**src/tbd_sqrt_cell.sv**
```systemverilog
`timescale 1ns / 1ps
// One bit step of the integer square root.
module tbd_sqrt_cell #(
   parameter int unsigned STEP = 0
) (
   input  logic        clock,
   input  logic [63:0] in_rem,
   input  logic [63:0] in_root,
   output logic [63:0] out_rem,
   output logic [63:0] out_root
);

   localparam logic [63:0] BIT = 64'd1 << (62 - 2 * STEP);

   logic [63:0] rem_ff, rem_in;
   logic [63:0] root_ff, root_in;
   logic [63:0] trial;

   always_comb begin
      trial = in_root + BIT;
      if (in_rem >= trial) begin
         rem_in  = in_rem - trial;
         root_in = (in_root >> 1) + BIT;
      end else begin
         rem_in  = in_rem;
         root_in = in_root >> 1;
      end
   end

   always_ff @(posedge clock) begin
      rem_ff  <= rem_in;
      root_ff <= root_in;
   end

   assign out_rem  = rem_ff;
   assign out_root = root_ff;

endmodule

```
**config.mk**
```make
export PLATFORM = sky130hd
export DESIGN_NAME = tbd_sqrt_cell
export DESIGN_NICKNAME = d
export VERILOG_FILES = /design/src/tbd_sqrt_cell.sv
export SDC_FILE = /design/constraint.sdc
export NUM_CORES = 1
export LEC_CHECK = 0
export BUFFER_PORTS_ARGS = -buffer_cell sky130_fd_sc_hd__buf_2
export CORE_MARGIN = 2
export CORE_UTILIZATION = 51
export DETAILED_ROUTE_END_ITERATION = 8
export GPL_TIMING_DRIVEN = 0
export PLACE_DENSITY = 0.88
export RECOVER_POWER = 25
export SLEW_MARGIN = 20
export SYNTH_ARGS = -nofsm -noshare
export SYNTH_HDL_FRONTEND = slang
export SYNTH_SLANG_ARGS = --single-unit
```
**constraint.sdc**
```tcl
create_clock -name clock -period 3.6 [get_ports clock]
set_input_delay 0.36 -clock clock [delete_from_list [all_inputs] [get_ports clock]]
set_output_delay 0.36 -clock clock [all_outputs]
set_load 0.02 [all_outputs]
```
Word level (Yosys, flattened, before mapping)
Index checks and enable logic that the tools add are counted.

Muxes and demuxes: 2. Add/subtract/negate cells: 3. Order comparisons: 1.

Operators by type and width (number): 63-bit by 63-bit adder with 64-bit output, second input constant (1); 64-bit by 63-bit adder with 64-bit output, second input constant (1); 64-bit greater-or-equal comparator (1); 64-bit 2-to-1 mux (1); 64-bit subtractor (1); 63-bit 2-to-1 mux (1).

Output and inout port bits: 128. Logic and storage cells: 9. Flip-flop bits (word level): 128. Bits of input ports: 129.

Depth between registers and ports, before layout
Depth after elaboration: 3. Depth in mapped cells: 14. Gate-level depth less buffers: 13.

Worst setup path before layout
Ideal clock, no wire load.

Path kind: input port to flip-flop. From: input port in_root[16]. To: register rem_ff[60], in the netlist out_rem[60]. Path buffers: 0. Arrival time: 2962 ps. Slack: 520 ps. Setup time: 118 ps. Data required time: 3482 ps. Cell stages on the path: 12. Cells stage by stage: inv_1 ha_1 and2_1 nand3_1 or3_1 a41o_1 nor3_2 o21ai_1 o41ai_4 or4b_1 a21oi_1 nor3_1.

Word-level cells in the longest chain between the ends: 3. Elaborated cells between the ends (all ways): 4.

RTL lines: start, declared (line 8) `input logic [63:0] in_root,`; 64-bit by 63-bit adder with 64-bit output (*) (line 20) `trial = in_root + BIT;`; 64-bit subtractor or 64-bit greater-or-equal comparator (tied branches) (line 22, 21); 64-bit 2-to-1 mux (*) (line 21) `if (in_rem >= trial) begin`; via rem_in[60] (line 15) `logic [63:0] rem_ff, rem_in;`; end signal, assigned (line 31) `rem_ff <= rem_in;`; end, declared (line 15).

Mark *: on every way through the listed nets, which the timed path passes. The rest lies on a longest branch. A chain may end at the register's enable or synchronous reset.

Worst setup path after layout
From: input port in_rem[0]. To: register rem_ff[22], in the netlist out_rem[22].

Word-level cells in the longest chain between the ends: 2. Elaborated cells between the ends (all ways): 3.

RTL lines: start, declared (line 7) `input logic [63:0] in_rem,`; 64-bit subtractor or 64-bit greater-or-equal comparator (tied branches) (line 22, 21); 64-bit 2-to-1 mux (*) (line 21); via rem_in[22] (line 15).

Marks and branches as above.

==> results.sh <==
export IMPL_cts_repair_timing_setup_buffer_count=0
export IMPL_grt_antenna_before_repair=0
export IMPL_fp_dieArea_mm2=0.0153
export IMPL_nFillCells=1128
export IMPL_numCtsBuffers=17
export IMPL_grt_usage=0.285
export IMPL_synth_enable_flop_cells=0
export IMPL_portion_of_synthesized_cell_area_occupied_by_the_leading_cell_type=0.350
export IMPL_p_leak_nw=4.78
export IMPL_timing_worst_setup_path_type="in2reg"
export IMPL_synth_seq_cells=128
export IMPL_wl_mm=22.2
export IMPL_layout_cells_most_common="sky130_fd_sc_hd__buf_2"
export IMPL_hold_path_class="in2reg"
export IMPL_placeableCoreArea_mm2=0.0139
export IMPL_antenna_violating_nets_post_route=0
export IMPL_hold_viol_final=0
export IMPL_maxCapViolCount=0
export IMPL_cts_tree="built"
export IMPL_final_period_minus_worst_setup_slack_ps=3460
export IMPL_drt_pass1_iter_count=5
export IMPL_final_cell_count_no_fill=1354
export IMPL_grt_setup_unrepaired="false"
export IMPL_max_vdd_ir_drop_mv=0.512
export IMPL_crit_arrival_ps=3800
export IMPL_synthesis_area_per_instance_um2=8.28
export IMPL_synth_seq_area_share=0.350
export IMPL_clk_path_buf_depth=2
export IMPL_async_set_or_reset_flop_fraction_in_the_synthesized_netlist=0
export IMPL_drt_wirelength_per_cell_um=16.4
export IMPL_critical_path_max_fanout=10
export IMPL_routed_via_density=5.61
export IMPL_detail_route_drc_violations=0
export IMPL_syn_area_mm2=0.00733
export IMPL_cts_root_buffer_cell="sky130_fd_sc_hd__clkbuf_16"
export IMPL_startpoint_class="input pin"
export IMPL_row_count=43
export IMPL_post_route_cells_drive_above_1_share=0.255
export IMPL_post_place_cells=1321
export IMPL_clock_sinks=128
export IMPL_ys_warn_count=0
export IMPL_clock_fmax_ghz=0.289
export IMPL_globalRoute_totalOverflow=0
export IMPL_cts_htree_levels=4
export IMPL_worstSetupEndpointType="flip-flop"
export IMPL_mappedNetlistNets=1079
export IMPL_vias=7598
export IMPL_start_util=0.526
export IMPL_relSlewSlack=0.531
export IMPL_synth_area_top_cells="sky130_fd_sc_hd__dfxtp_1, sky130_fd_sc_hd__ha_1, sky130_fd_sc_hd__a21oi_1"
export IMPL_pin_count=257
export IMPL_postSynthCellCount=885
export IMPL_drt_iter0_markers=629
export IMPL_grt_start_max_net_pins=17
export IMPL_vias_in_the_first_global_route=7161
export IMPL_globalplace_congestion=0.928
export IMPL_place_port_buffers=256
export IMPL_clkSlewWorstSetupHoldPaths_ps=60
export IMPL_ys_flop_type="sky130_fd_sc_hd__dfxtp_1"
export IMPL_dieWidth_um=124
export IMPL_final_nets=1355
export IMPL_worst_ep_required_time_ps=3940
export IMPL_outcome="complete, no violations"
export IMPL_most_frequent_cells_in_the_layout="sky130_fd_sc_hd__buf_2, sky130_fd_sc_hd__dfxtp_1, sky130_fd_sc_hd__a21oi_1"
export IMPL_yosysTopAreaCell="sky130_fd_sc_hd__dfxtp_1"
export IMPL_finalMaxSlewViolations=0
export IMPL_timing_final_setup_violations=0
export IMPL_grt_pass1_wl_mm=33.9
export IMPL_ys_types=58
export IMPL_synthToLayoutAreaGrowth_pct=29.2
export IMPL_place_hpwl_mm=16.6
export IMPL_power_density_mw_per_mm2=529
export IMPL_total_inserted_antenna_cells=0
export IMPL_tightest_slew_ps=694
export IMPL_layout_worst_path_cycle_share=0.962
export IMPL_whs_ps=48.8
export IMPL_die_outline_height_um=124
synthesized netlist by cell type, types with 14 or more instances:
cell type,n
sky130_fd_sc_hd__a21o_1,49
sky130_fd_sc_hd__a21oi_1,111
sky130_fd_sc_hd__clkbuf_1,25
sky130_fd_sc_hd__dfxtp_1,128
sky130_fd_sc_hd__ha_1,64
sky130_fd_sc_hd__inv_1,78
sky130_fd_sc_hd__nand2_1,52
sky130_fd_sc_hd__nand3_1,14
sky130_fd_sc_hd__nand4_1,18
sky130_fd_sc_hd__nor2_1,82
sky130_fd_sc_hd__o21ai_0,40
sky130_fd_sc_hd__xnor2_1,36
sky130_fd_sc_hd__xor2_1,20
flip-flops by register name, summed over array words and instances, names as in the netlist:
signal	cells
out_rem	64
out_root	64
worst max-delay path, stage by stage:
cell and delay (ps):
sky130_fd_sc_hd__buf_2 120, sky130_fd_sc_hd__inv_1 60, sky130_fd_sc_hd__ha_1 200, sky130_fd_sc_hd__fa_1 220, sky130_fd_sc_hd__nand2b_1 160, sky130_fd_sc_hd__a21oi_1 120
sky130_fd_sc_hd__o41ai_2 510, sky130_fd_sc_hd__nor4bb_1 530, sky130_fd_sc_hd__nor3_2 120, sky130_fd_sc_hd__o21ai_1 450, sky130_fd_sc_hd__o41ai_4 150, sky130_fd_sc_hd__clkbuf_2 320
sky130_fd_sc_hd__buf_2 280, sky130_fd_sc_hd__a21oi_1 190
per-layer routing:
metal | global-route usage | up-vias | part of all wire
li1 | - | 3665 | -
met3 | 0.0691 | 70 | 0.078
met5 | 0 | - | 0
met1 | 0.333 | 3490 | 0.40
met2 | 0.486 | 373 | 0.48
met4 | 0.146 | 0 | 0.036
cells by family (layout without fill, tap and decap cells):
family	Yosys count	count (layout)	synth area share
AO/OA/AOI/OAI	272	273	0.233
XOR/XNOR	56	56	0.0669
adder cells (fa/ha/maj)	65	65	0.112
buffers and inverters	115	403	0.0610
flip-flops	128	128	0.350
multiplexers	15	15	0.0229
AND/OR/NAND/NOR	234	234	0.155
final cells by class:
| cell class | count | area [um^2] | area share |
|---|---|---|---|
| flip-flops and latches | 128 | 2560 | 0.271 |
| well taps | 180 | 225 | 0.0238 |
| multi-input cells | 643 | 4350 | 0.459 |
| inverters | 78 | 293 | 0.0309 |
| clock inverters | 9 | 128 | 0.0135 |
| repair buffers | 256 | 1250 | 0.132 |
| plain buffers | 37 | 156 | 0.0165 |
| clock buffers | 23 | 508 | 0.0536 |
worst paths after layout:
kind                        start           end  slack (ps)  depth (start not counted)
worst min-delay path  in_root[54]  out_root[53]          50                          1
worst max-delay path    in_rem[0]   out_rem[22]         140                         14
metrics by stage:
step           power, mW  TNS (ps)  instance area (um^2)   util  setup slack, ps
2_1_floorplan       2.69         0                  7330      -              520
6_report            5.01         0                  9470  0.680              138
5_1_grt             5.24         0                  9470  0.680             18.3
3_3_place_gp        3.13    -23350                  8830  0.634             -543
3_5_place_dp        3.16    -30510                  8830  0.634             -628
4_1_cts             5.01         0                  9480  0.680             38.2
what timing repair did:
item,CTS,global route
gates resized for setup,2,3
pin swaps,0,1
hold buffers,0,0
endpoints found under the setup margin,37,48
gates cloned,0,1
where the power goes:
group | internal, mW | total [mW] | switching [mW] | leakage [nW]
sequential | 1.60 | 1.65 | 0.0460 | 1.08
clock | 1.20 | 1.84 | 0.644 | 0.307
combinational | 0.567 | 1.52 | 0.952 | 3.39
total | 3.37 | 5.01 | 1.64 | 4.78
No activity file was read; power rests on OpenSTA's default activity.
