--- src/tbd_pkg.sv ---
`timescale 1ns / 1ps
// Shared constants and helpers for the twisted box distance pipeline.
package tbd_pkg;

   localparam int unsigned FRAC_BITS_DEFAULT = 16;

   localparam logic [31:0] TURN_K  = 32'd2050695827;
   localparam logic [30:0] HALF_PI = 31'd1686629713;
   localparam logic [30:0] Q30_ONE = 31'd1073741824;
   localparam logic [31:0] OUT_MAX = 32'h7FFF_FFFF;

   localparam int unsigned NUM_TERMS  = 5;
   localparam int unsigned CELL_LAT   = 3;
   localparam int unsigned SQRT_STEPS = 32;

   localparam int unsigned CSR_ADDR_W    = 3;
   localparam logic        REG_HALF_EDGE = 1'b0;

   // divisor of each series term, innermost first
   function automatic int unsigned term_divisor(input int unsigned idx);
      int unsigned d;
      case (idx)
         0: d = 110;
         1: d = 72;
         2: d = 42;
         3: d = 20;
         default: d = 6;
      endcase
      return d;
   endfunction

endpackage

--- src/tbd_horner_cell.sv ---
`timescale 1ns / 1ps
// One series term of the quarter sine: t_out = 1 - ((x2 * t_in) >> 30) / DIVISOR.
module tbd_horner_cell #(
   parameter int unsigned DIVISOR = 6
) (
   input  logic        clock,
   input  logic [31:0] in_x2,
   input  logic [30:0] in_t,
   output logic [31:0] out_x2,
   output logic [30:0] out_t
);

   localparam logic [31:0] RECIP = 32'((64'd1 << 32) / DIVISOR);

   logic [63:0] prod_ff, prod_in;
   logic [31:0] x2a_ff, x2b_ff, x2c_ff;
   logic [31:0] num_ff, num_in;
   logic [63:0] scaled_ff, scaled_in;
   logic [30:0] t_ff, t_in;
   logic [31:0] quo0;
   logic [39:0] back;
   logic [39:0] rem;
   logic [32:0] quo;
   logic [32:0] diff;

   always_comb begin
      prod_in   = 64'(in_x2) * 64'(in_t);
      num_in    = prod_ff[61:30];
      scaled_in = 64'(num_in) * 64'(RECIP);
      quo0      = scaled_ff[63:32];
      back      = 40'(quo0) * 40'(DIVISOR);
      rem       = 40'(num_ff) - back;
      quo       = 33'(quo0) + ((rem >= 40'(DIVISOR)) ? 33'd1 : 33'd0);
      diff      = 33'(tbd_pkg::Q30_ONE) - quo;
      t_in      = diff[30:0];
   end

   always_ff @(posedge clock) begin
      prod_ff   <= prod_in;
      x2a_ff    <= in_x2;
      num_ff    <= num_in;
      scaled_ff <= scaled_in;
      x2b_ff    <= x2a_ff;
      t_ff      <= t_in;
      x2c_ff    <= x2b_ff;
   end

   assign out_x2 = x2c_ff;
   assign out_t  = t_ff;

endmodule

--- config.mk ---
export PLATFORM = sky130hd
export DESIGN_NAME = tbd_horner_cell
export DESIGN_NICKNAME = d
export VERILOG_FILES = /design/src/tbd_pkg.sv /design/src/tbd_horner_cell.sv
export SDC_FILE = /design/constraint.sdc
export NUM_CORES = 2
export LEC_CHECK = 0
export BUFFER_PORTS_ARGS = -buffer_cell sky130_fd_sc_hd__buf_2
export CORE_MARGIN = 10
export CORE_UTILIZATION = 40
export CTS_CLUSTER_DIAMETER = 80
export CTS_CLUSTER_SIZE = 20
export DETAILED_ROUTE_END_ITERATION = 7
export SLEW_MARGIN = 20
export SYNTH_ARGS = -nofsm -noshare
export SYNTH_HDL_FRONTEND = slang
export SYNTH_SLANG_ARGS = --single-unit
--- constraint.sdc ---
create_clock -name clock -period 10.8 [get_ports clock]
set_clock_uncertainty 0.2 [all_clocks]
set_input_delay 2.16 -clock clock [delete_from_list [all_inputs] [get_ports clock]]
set_output_delay 2.16 -clock clock [all_outputs]
set_load 0.01 [all_outputs]
---- Word-level counts from Yosys, hierarchy flattened ----
Index checks and enable logic that the tools add are counted.
storage, ports and cells
  register bits ........................... 282
  latch bits .............................. 0
  bits in writable memories ............... 0
  bits in read-only memories .............. 0
  input bits .............................. 64
  output and inout bits ................... 63
  word-level logic and storage cells ...... 15
  memories ................................ 0
operators by class
  add/subtract/negate cells ............... 3
  multiply operators ...................... 3
  div/mod/pow operators ................... 0
  $lt $le $gt $ge ......................... 1
  equal/unequal tests ..................... 0
  shifts and indexed selects .............. 0
  multiplexer cells ....................... 1
  bitwise operators ....................... 0
  reduce and logical (&&, ||, !) cells .... 0
operator list
  operator                  count
  $mul A32 B31 Y62          1
  $mul A32 B29 Y61 const B  1
  $ge A40 B3 Y1 const B     1
  $sub A32 B33 Y34          1
  $mul A30 B2 Y32 const B   1
  $add A30 B1 Y31           1
  $sub A31 B31 Y31 const A  1
  $mux W1                   1

---- Logic depth before layout (Yosys ltp) ----
  depth after elaboration ................. 6
  gate-level depth with buffers ........... 44
  mapped depth without buffers ............ 43

---- Least setup slack after synthesis ----
OpenSTA, ideal clock, no wires.
  kind .................................... input port to flip-flop
  from .................................... input port in_t[4]
  to ...................................... register prod_ff[61]
  setup time .............................. 0.072 ns
  arrival ................................. 9.430 ns
  required time ........................... 10.528 ns
  slack ................................... 1.098 ns
  stages on the path ...................... 27
  buffers on the path ..................... 1
  path through ............................ clkbuf_1 > nand2_1 > fa_1 > inv_1 > fa_1 > fa_1 > fa_1 > inv_1 > fa_1 > inv_1 > fa_1 > fa_1 > inv_1 > fa_1 > inv_1 > ha_1 > and3_1 > and3_1 > a211o_1 > a222oi_1 > nand2_1 > a221o_1 > a21o_1 > o2111a_1 > a311o_1 > a21oi_1 > xnor2_1
between the ends
  word-level cells in the longest chain between the ends .. 1
RTL lines
  item                   RTL line               source
  from (decl)            tbd_horner_cell.sv:8   input logic [30:0] in_t,
  $mul A32 B31 Y62       tbd_horner_cell.sv:27  prod_in = 64'(in_x2) * 64'(in_t);
  named net prod_in[61]  tbd_horner_cell.sv:15  logic [63:0] prod_ff, prod_in;
  to (signal assigned)   tbd_horner_cell.sv:39  prod_ff <= prod_in;
  to (decl)              tbd_horner_cell.sv:15
The timed path passes the listed nets, and every way through them passes these cells.

---- Worst setup path after layout ----
Ends and elaborated chain as after synthesis.

==> metrics.cfg <==
[hold_path]
min_path_type=reg -> reg

[placement]
io_buffers=126
dp_hpwl_mm=122
gp_congestion=0.926
place_ws_ns=0.205

[global_route]
grt_max_degree=33
grt_pass1_wl_mm=225
grt_use_total_pct=19.4
grt_pass1_vias=40200
grt-ovfl-total=0
grt_antenna_before_repair=17

[yosys]
syn_area_mm2=0.0530
yosysWarnings=0
synth_area_leaders=fa_1 45%, ha_1 16%, inv_1 11%
synthMuxAreaShare_pct=0.0614
syn_nets=7618
avgSynthCellArea_um2=9.33
synthDistinctLibCells=67
netlist_instances=5674
synthAdderAreaFrac_pct=61.4
synth_top_family_by_area=adder cells
ys.flop_type=dfxtp_1
yosysTopAreaCellShare_pct=45.2
synth-seq-cells=220
async_flop_share_pct=0
synth-edff-count=0
synthXorXnorAreaFrac_pct=2.13
synth-simple-area-share_pct=10.9
synth_compound_area_share_pct=5.12
seq_area_frac_synth_pct=8.32
yosys.area.top_type=fa_1

[die]
die_x_um=384
die_area_mm2=0.147
io_pins=127
core_mm2=0.131
rows=133
start_util_pct=40.3
die_y_um=384

[drt]
routedWlPerCell_um=18.8
avgViaCountPerCell=4.95
wirelength_mm=141
ant_nets=0
route.detailed.drc=0
vias=37000
drtIter0Drc=1996
firstDrtPassIters=7

[cts]
cts_setup_buffers=0
cts-root-buf=clkbuf_16
cts_inserted_buffers=23
clock_path_buffers=3
clkTransAtPathRegs_ns=0.07
cts_tree=done
insertion_delay_ns=0.63
cts_max_level=1
clock-sinks=220

[timing]
fin_ws_ns=0.841
min_period_ns=9.96
fmax_mhz=100
slew_viol_final=0
finalSetupViolCount=0
final-hold-violation-count=0
maxSlewHeadroom_pct=39.7
layout_worst_path_cycle_share_pct=92.2
setup_tns_ns=0
grt_setup_unrepaired=no
tightest_slew_ns=0.905

[critical_path]
startpoint_type=input port
crit_path_end_kind=flop
worst-endpoint-arrival_ns=10.32
critical_path_class=in -> reg
cp_max_fo=23
worstPathRequired_ns=11.16

[status]
status=finished clean

[layout]
synthToLayoutAreaGrowth_pct=6.64
drive_gt1_share_pct=4.55
final_nets=7639
fillerInstances=12900

[run]
drv_cap=0

[registers in the layout, summed over array words and instances, names as in the netlist]
signal and flops:
out_t 31, out_x2 32, prod_ff 32, scaled_ff 30, x2a_ff 32, num_ff 31, x2b_ff 32
[per-layer routing]
metal / GRT usage (%) / share of wire [%] / vias to the layer above
met5: 0 / 0.098 / -
met4: 4.52 / 2.5 / 20
met3: 3.06 / 6.7 / 185
met2: 32.5 / 47 / 964
met1: 26.3 / 43 / 19000
li1: - / - / 16800
[cell families (layout without fill, tap and decap cells)]
family	count (synthesis)	in the layout
compound gates	419	419
xor+xnor	129	129
fa+ha+maj	1880	1880
buf+inv	1705	1743
flops	220	220
mux	3	3
other cells	0	2
simple gates	1318	1318
[layout make-up]
class | instances | area [um^2] | area share (%)
clock buffer | 25 | 603 | 1.07
timing repair buffer | 206 | 1230 | 2.18
tap | 1755 | 2200 | 3.89
inverter | 1495 | 5610 | 9.94
sequential | 220 | 4400 | 7.80
antenna | 2 | 5.00 | 0.00886
clock inverter | 17 | 262 | 0.463
multi-input combinational | 3749 | 42200 | 74.7
[synth_stat cells (all sizes together) (3+ instances only)]
master / instances
xnor2: 97
and4: 5
nand4: 28
o31a: 3
a21boi: 4
inv: 1495
a311o: 3
o22ai: 3
a21o: 59
a41oi: 3
xor2: 32
nand2b: 19
o21a: 20
o211ai: 15
nor3: 32
nor2: 125
dfxtp: 220
and3: 11
fa: 1197
a211oi: 21
a2111oi: 5
clkbuf: 209
nand2: 842
and2: 194
o41ai: 3
nand3: 23
nor4: 8
o31ai: 10
a21oi: 132
o21bai: 21
ha: 683
a31oi: 9
nor2b: 21
a221oi: 6
or3: 5
o21ai: 79
[worst paths after layout]
| path | from | to | slack, ns | cells after the start |
|---|---|---|---|---|
| hold reg to reg | x2a_ff[6] | x2b_ff[6] | 0.13 | 0 |
| setup / recovery | in_t[4] | prod_ff[61] | 0.84 | 27 |
| setup reg to reg | scaled_ff[33] | out_t[27] | 0.91 | 44 |
| hold / removal | x2a_ff[6] | x2b_ff[6] | 0.13 | 0 |
[cell usage in the layout (no fill, tap or decap), drive strengths merged, types with 32 or more instances in the layout]
master and count:
a21o 59, a21oi 132, and2 194, buf 206
dfxtp 220, fa 1197, ha 683, inv 1503
nand2 842, nor2 125, nor3 32, o21ai 79
xnor2 97, xor2 32
[repair_timing]
item	4_1_cts	5_1_grt
endpoints found under the setup margin	0	2
gates resized for setup	0	2
hold buffers	0	0
[critical path: stages]
cell,delay (ns)
buf_2,0.46
nand2_1,0.17
fa_1,0.57
inv_1,0.06
fa_1,0.54
fa_1,0.44
fa_1,0.49
inv_1,0.05
fa_1,0.49
inv_1,0.05
fa_1,0.49
fa_1,0.49
inv_1,0.05
fa_1,0.48
inv_1,0.04
ha_1,0.34
and3_1,0.23
and3_1,0.22
a211o_1,0.26
a222oi_1,0.34
nand2_1,0.19
a221o_1,0.42
a21o_1,0.24
o2111a_1,0.33
a311o_1,0.37
a21oi_1,0.19
xnor2_1,0.13
[per-stage QoR]
step                      instances  area (um^2)  util (%)  hold WS (ns)
after global routing           7468        56500      43.0         0.132
after global placement         7425        55600      42.3         0.110
after CTS                      7467        56500      42.9         0.129
final                          7469        56500      43.0         0.128
after floorplan                5674        53000         -         0.110
after detailed placement       7425        55600      42.3         0.112
Power is left out: the tool's default activity adds up to more than one toggle a clock period on the data nets, which glitch-free logic cannot reach.
